**config.mk**
```make
export PLATFORM = sky130hd
export DESIGN_NAME = two_class_priority_admission_top
export DESIGN_NICKNAME = d
export VERILOG_FILES = /design/src/rtl/tcpa_pkg.sv /design/src/rtl/two_class_priority_admission_top.sv /design/src/rtl/tcpa_queue.sv
export SDC_FILE = /design/constraint.sdc
export NUM_CORES = 1
export LEC_CHECK = 0
export BUFFER_PORTS_ARGS = -buffer_cell sky130_fd_sc_hd__buf_4
export CAP_MARGIN = 20
export CORE_MARGIN = 3
export CORE_UTILIZATION = 57
export CTS_BUF_LIST = sky130_fd_sc_hd__clkbuf_8
export DETAILED_ROUTE_END_ITERATION = 12
export GPL_TIMING_DRIVEN = 0
export PLACE_DENSITY = 0.75
export SETUP_SLACK_MARGIN = 0.02
export SYNTH_ARGS = -nofsm -noshare
export SYNTH_HDL_FRONTEND = slang
export SYNTH_SLANG_ARGS = --single-unit
```
**constraint.sdc**
```tcl
create_clock -name clock -period 14.3 [get_ports clock]
set_clock_uncertainty 0.15 [all_clocks]
set_input_delay 2.86 -clock clock [delete_from_list [all_inputs] [get_ports clock]]
set_output_delay 2.86 -clock clock [all_outputs]
set_load 0.005 [all_outputs]
```
**src/rtl/tcpa_pkg.sv**
```systemverilog
package tcpa_pkg;

   localparam int QUEUE_DEPTH = 16;
   localparam int PTR_W = (QUEUE_DEPTH > 1) ? $clog2(QUEUE_DEPTH) : 1;
   localparam int CNT_W = $clog2(QUEUE_DEPTH + 1);

   localparam logic [7:0] CAPACITY_RESET = 8'd2;

   localparam logic CMD_ARRIVAL = 1'b0;
   localparam logic CMD_EXIT    = 1'b1;

   typedef enum logic [1:0] {
      STATUS_NONE     = 2'd0,
      STATUS_ADMITTED = 2'd1,
      STATUS_REJECTED = 2'd2,
      STATUS_IGNORED  = 2'd3
   } status_type;

   typedef struct packed {
      logic       command;
      logic       is_priority;
      logic [7:0] client_id;
   } req_type;

   typedef struct packed {
      status_type status;
      logic [7:0] admitted_id;
      logic       admitted_priority;
      logic [7:0] occupancy;
   } rsp_type;

   typedef struct packed {
      logic empty;
      logic full;
   } queue_status_type;

endpackage

```
**src/rtl/two_class_priority_admission_top.sv**
```systemverilog
// Admission controller for a resource that holds at most "capacity" clients,
// with a priority and a normal class. Each request transfer is an arrival
// (command 0) or an exit (command 1) and yields exactly one response transfer:
// status, the admitted client's id and class (zero unless status is admitted),
// and the occupancy after the event. Arrivals that find no room or find anyone
// waiting join their class FIFO; a full FIFO rejects. An exit hands its place
// to the oldest priority client first, then the oldest normal client. One
// request is taken per clock cycle while the response side is not stalled;
// the input register captures the request, then the response register takes
// the result of one pass of compare/count logic once the response slot is
// free. Write capacity through the csr port only while no request is in
// flight; it is always ready.
module two_class_priority_admission_top (
   input  logic              clock,
   input  logic              reset,
   input  logic              req_valid,
   output logic              req_ready,
   input  tcpa_pkg::req_type req_data,
   output logic              rsp_valid,
   input  logic              rsp_ready,
   output tcpa_pkg::rsp_type rsp_data,
   input  logic              csr_valid,
   output logic              csr_ready,
   input  logic [7:0]        csr_data
);
   import tcpa_pkg::*;

   // configuration
   logic [7:0] capacity_ff;

   // input register
   logic    in_valid_ff;
   req_type in_item_ff;

   // response register
   logic    rsp_valid_ff;
   rsp_type rsp_ff, rsp_in;

   // admitted count
   logic [7:0] occupied_ff, occupied_in;

   // queue controls
   logic             advance;
   logic             prio_push, prio_pop, norm_push, norm_pop;
   logic [7:0]       prio_head_id, norm_head_id;
   queue_status_type prio_status, norm_status;
   logic [7:0]       occupied_dec;

   assign csr_ready = 1'b1;

   // the pass fires when an item is staged and the response slot frees up
   assign advance   = in_valid_ff && (!rsp_valid_ff || rsp_ready);
   assign req_ready = !in_valid_ff || advance;

   always_ff @(posedge clock) begin
      if (reset) begin
         capacity_ff <= CAPACITY_RESET;
      end else if (csr_valid && csr_ready) begin
         capacity_ff <= csr_data;
      end
   end

   always_ff @(posedge clock) begin
      if (reset) begin
         in_valid_ff <= 1'b0;
      end else if (req_ready) begin
         in_valid_ff <= req_valid;
      end
   end

   always_ff @(posedge clock) begin
      if (req_ready && req_valid) begin
         in_item_ff <= req_data;
      end
   end

   // one event: arrival admits, queues or rejects; exit frees and refills
   always_comb begin
      prio_push    = 1'b0;
      prio_pop     = 1'b0;
      norm_push    = 1'b0;
      norm_pop     = 1'b0;
      occupied_in  = occupied_ff;
      occupied_dec = occupied_ff - 1'b1;
      rsp_in       = '0;
      rsp_in.status = STATUS_NONE;

      if (in_item_ff.command == CMD_ARRIVAL) begin
         if ((occupied_ff < capacity_ff) && prio_status.empty && norm_status.empty) begin
            occupied_in              = occupied_ff + 1'b1;
            rsp_in.status            = STATUS_ADMITTED;
            rsp_in.admitted_id       = in_item_ff.client_id;
            rsp_in.admitted_priority = in_item_ff.is_priority;
         end else if (in_item_ff.is_priority) begin
            if (prio_status.full) begin
               rsp_in.status = STATUS_REJECTED;
            end else begin
               prio_push = 1'b1;
            end
         end else begin
            if (norm_status.full) begin
               rsp_in.status = STATUS_REJECTED;
            end else begin
               norm_push = 1'b1;
            end
         end
      end else begin
         if (occupied_ff == '0) begin
            rsp_in.status = STATUS_IGNORED;
         end else if ((occupied_dec < capacity_ff) && !prio_status.empty) begin
            // place handed over: count stays the same
            prio_pop                 = 1'b1;
            rsp_in.status            = STATUS_ADMITTED;
            rsp_in.admitted_id       = prio_head_id;
            rsp_in.admitted_priority = 1'b1;
         end else if ((occupied_dec < capacity_ff) && !norm_status.empty) begin
            norm_pop                 = 1'b1;
            rsp_in.status            = STATUS_ADMITTED;
            rsp_in.admitted_id       = norm_head_id;
            rsp_in.admitted_priority = 1'b0;
         end else begin
            occupied_in = occupied_dec;
         end
      end
      rsp_in.occupancy = occupied_in;
   end

   tcpa_queue u_prio_queue (
      .clock   (clock),
      .reset   (reset),
      .push    (advance && prio_push),
      .push_id (in_item_ff.client_id),
      .pop     (advance && prio_pop),
      .head_id (prio_head_id),
      .status  (prio_status)
   );

   tcpa_queue u_norm_queue (
      .clock   (clock),
      .reset   (reset),
      .push    (advance && norm_push),
      .push_id (in_item_ff.client_id),
      .pop     (advance && norm_pop),
      .head_id (norm_head_id),
      .status  (norm_status)
   );

   always_ff @(posedge clock) begin
      if (reset) begin
         occupied_ff  <= '0;
         rsp_valid_ff <= 1'b0;
      end else begin
         if (advance) begin
            occupied_ff <= occupied_in;
         end
         if (advance) begin
            rsp_valid_ff <= 1'b1;
         end else if (rsp_ready) begin
            rsp_valid_ff <= 1'b0;
         end
      end
   end

   always_ff @(posedge clock) begin
      if (advance) begin
         rsp_ff <= rsp_in;
      end
   end

   assign rsp_valid = rsp_valid_ff;
   assign rsp_data  = rsp_ff;

endmodule

```
**src/rtl/tcpa_queue.sv**
```systemverilog
module tcpa_queue (
   input  logic                       clock,
   input  logic                       reset,
   input  logic                       push,
   input  logic [7:0]                 push_id,
   input  logic                       pop,
   output logic [7:0]                 head_id,
   output tcpa_pkg::queue_status_type status
);
   import tcpa_pkg::*;

   logic [7:0]       entry_ff [QUEUE_DEPTH];
   logic [PTR_W-1:0] head_ff, head_in;
   logic [CNT_W-1:0] count_ff, count_in;
   logic [CNT_W:0]   tail_sum;
   logic [CNT_W:0]   tail_wrap;
   logic [PTR_W-1:0] tail;

   // tail = (head + count) mod depth; sum stays below twice the depth
   always_comb begin
      tail_sum = (CNT_W+1)'(head_ff) + (CNT_W+1)'(count_ff);
      if (tail_sum >= (CNT_W+1)'(QUEUE_DEPTH)) begin
         tail_wrap = tail_sum - (CNT_W+1)'(QUEUE_DEPTH);
      end else begin
         tail_wrap = tail_sum;
      end
      tail = tail_wrap[PTR_W-1:0];
   end

   always_comb begin
      head_in  = head_ff;
      count_in = count_ff;
      if (pop) begin
         if (head_ff == PTR_W'(QUEUE_DEPTH - 1)) begin
            head_in = '0;
         end else begin
            head_in = head_ff + 1'b1;
         end
      end
      if (push && !pop) begin
         count_in = count_ff + 1'b1;
      end else if (pop && !push) begin
         count_in = count_ff - 1'b1;
      end
   end

   always_ff @(posedge clock) begin
      if (reset) begin
         head_ff  <= '0;
         count_ff <= '0;
      end else begin
         head_ff  <= head_in;
         count_ff <= count_in;
      end
   end

   always_ff @(posedge clock) begin
      if (push) begin
         entry_ff[tail] <= push_id;
      end
   end

   assign head_id      = entry_ff[head_ff];
   assign status.empty = (count_ff == '0);
   assign status.full  = (count_ff == CNT_W'(QUEUE_DEPTH));

endmodule

```
==> reports/metrics.cfg <==
[status]
outcome = completed

[cts]
clk_path_buf_depth = 3
h-tree-depth = 2
ctsHoldBuffers = 0
cts_sinks = 329
clock-root-buffer = clkbuf_8
cts_resized = 0
clk_pin_slew_ps = 60
cts_tree = yes
post_cts_buffers = 0
clk_latency_ps = 580
cts_buffers = 51

[sta]
max_slew.worst_pin.slew_ps = 1130
maxSlewHeadroom = 0.245
drv_slew = 0
timing.final.crit_period_ps = 6440
setup_tns_ps = 0
max_freq_mhz = 155
finalSetupViolCount = 0
hold_viol_final = 0
grt_setup_unrepaired = false
fin_crit_sh = 0.451

[yosys]
synth_async_sr_flop_share = 0
synthDistinctLibCells = 65
yosysWarnings = 0
ys_top_cells_by_area = edfxtp_1, mux4_2, dfxtp_1
netlist.area_leader.share = 0.611
syn_avg_cell_area_sq_um = 16.5
ys_seq_area_frac = 0.674
netlist_instances = 851
synth-seq-cells = 329
synth_ff_type = edfxtp_1
synth_area_sq_um = 14000
synth_edf_count = 285
synth_top_cell_by_area = edfxtp_1
syn_nets = 911

[route]
drt_first_pass_iters = 6
drcViolationCount = 0
routed-wl-met2_um = 15000
final_antenna_net_count = 0
met3WireLength_um = 2230
routed_via_density = 6.03
met1_length_um = 11900
routed_wl_um = 29800
via_count = 7883
routedWlPerCell_um = 22.8
drt_iter0_drc = 729
highest_layer = met4

[die]
die_y_um = 163
rows = 56
die-area_sq_um = 26500
pin_count = 45
die_x_um = 163
coreArea_sq_um = 23800
start_util = 0.588

[place]
port_buffers = 41
dpl.hpwl_um = 19600
dpl_cell_area_sq_um = 14700
gp_congestion = 0.892
place_inst = 1215

[finish]
syn_to_final_growth_pct = 13.6
nNetsFinal = 1016
multi_input_area_sq_um = 4280
drive_above_1_share = 0.213
finalNonFillerCells = 1307
mostFrequentLayoutCells = edfxtp_1, nor2_1, mux4_2, clkbuf_8, inv_1
stdcell_area_sq_um = 15900
n_fill_cell = 1634
final_common_cell = edfxtp_1
regArea_sq_um = 9440
antenna_cells = 0

[global_route]
grt_pass1_vias = 7830
grt_pass1_wl_um = 45200
overflow = 0
grt_max_degree = 34
antenna_found_initial = 0
grt_use_total = 0.226

[worst_setup_path]
startpoint = rsp_ready
crit_path_frequent_cell = buf_4
critPathBufInv = 2
cp.required_ps = 11290
ff2ff_setup_slack_ps = 8780
cp.depth = 4
critPathCaptureType = output port
arrival_ps = 3430
max_stage_delay_ps = 220
path_class = primary input to output port
ff2ff_path_depth = 20
cp_cell_sequence = buf_4, nor2b_1, nand2_1, buf_4
crit_family = simple AND/OR/NAND/NOR gates
cp-start-kind = primary input
worstReg2RegEnd = u_prio_queue.count_ff[4]
crit_end = req_ready
cp_slowest_cell = nor2b_1
crit_fanout = 4
r2r_start = occupied_ff[0]

[pwr]
powerDensity_nw_per_um2 = 145
peakVddDrop_mv = 0.111
p_leak_nw = 5.41

[min_path]
worstHoldPathType = flip-flop to flip-flop

[job]
drv_cap = 0

## worst register-to-register path, stage by stage, from the launching register on
cell,delay (ps)
dfxtp_1,310
clkbuf_1,240
inv_2,190
ha_1,260
nor3b_1,620
nand2_1,220
xnor2_1,260
ha_1,270
and2_1,160
a221oi_1,320
o21a_1,390
nand3_1,280
ha_1,350
inv_1,120
ha_1,260
nor2b_1,150
o21a_1,170
or3_1,300
a21oi_1,180
xnor2_1,140
nor2_1,50
## worst min path at each step
stage               cells past startpoint           start  slack, ps        endpoint
CTS                                     2  capacity_ff[2]        350  capacity_ff[2]
global placement                        2  capacity_ff[5]        330  capacity_ff[5]
finish                                  2  capacity_ff[3]        350  capacity_ff[3]
detailed placement                      2  capacity_ff[2]        340  capacity_ff[2]
floorplan                               2  capacity_ff[2]        310  capacity_ff[2]
global route                            2  capacity_ff[3]        390  capacity_ff[3]
## cell usage after synthesis (3+ instances only)
library cell / number
mux4_2: 80
or3_1: 4
o21ai_1: 7
o221ai_1: 8
nor2b_1: 6
buf_1: 9
nand4_1: 13
ha_1: 33
a221oi_1: 3
nand3_1: 12
clkbuf_1: 27
dfxtp_1: 44
or4_1: 6
and2_1: 8
inv_1: 35
o21a_1: 3
a21oi_1: 25
xor2_1: 18
o21ai_0: 7
mux2i_1: 12
nand2b_1: 6
nand2_1: 31
edfxtp_1: 285
a31oi_1: 8
a21o_1: 6
o211ai_1: 4
fa_1: 4
xnor2_1: 12
nor2_1: 81
nor3_1: 9
## cell type report
| class | count | area share |
|---|---|---|
| plain buffers | 39 | 0.00959 |
| clock buffers | 52 | 0.0450 |
| clock inverters | 33 | 0.0172 |
| inverters | 38 | 0.00896 |
| multi-input cells | 445 | 0.269 |
| flip-flops and latches | 329 | 0.593 |
| well taps | 319 | 0.0251 |
| repair buffers | 52 | 0.0328 |
## per-stage QoR
step | power (mW) | setup WS, ps | utilization | hold slack (ps)
3_5_place_dp | 1.53 | 7800 | 0.619 | 337
3_3_place_gp | 1.52 | 7870 | 0.618 | 326
5_1_grt | 2.40 | 7770 | 0.668 | 391
4_1_cts | 2.30 | 7850 | 0.660 | 350
2_1_floorplan | 1.40 | 8160 | - | 310
6_report | 2.30 | 7860 | 0.668 | 345
## registers in the layout, indices dropped and copies added (netlist names), named ones only
name and flops:
u_norm_queue.entry_ff 128, u_prio_queue.entry_ff 128, rsp_data 19, in_item_ff 10, capacity_ff 8, occupied_ff 8
u_norm_queue.count_ff 5, u_prio_queue.count_ff 5, u_norm_queue.head_ff 4, u_prio_queue.head_ff 4, in_valid_ff 1, rsp_valid 1
## routing by layer
layer | vias up | global-route usage
met5 | - | 0
met4 | 0 | 0.0654
met3 | 58 | 0.0389
met2 | 356 | 0.367
met1 | 3895 | 0.322
li1 | 3574 | -
## cells by family (layout without fill, tap and decap cells)
family / after synthesis / in the layout / share of synthesized area
xor+xnor: 30 / 30 / 0.0188
other cells: 1 / 1 / 0.000268
simple gates: 189 / 189 / 0.0659
buf+inv: 77 / 214 / 0.0211
mux: 94 / 94 / 0.139
fa+ha+maj: 37 / 37 / 0.0352
flops: 329 / 329 / 0.674
compound gates: 94 / 94 / 0.0463
## power by group
| part | total (mW) | switching (mW) | internal [mW] |
|---|---|---|---|
| combinational | 0.428 | 0.266 | 0.162 |
| sequential | 1.10 | 0.0192 | 1.08 |
| clock | 0.775 | 0.348 | 0.427 |
| total | 2.30 | 0.633 | 1.67 |
Note: power is estimated with default switching activity, not from simulation.
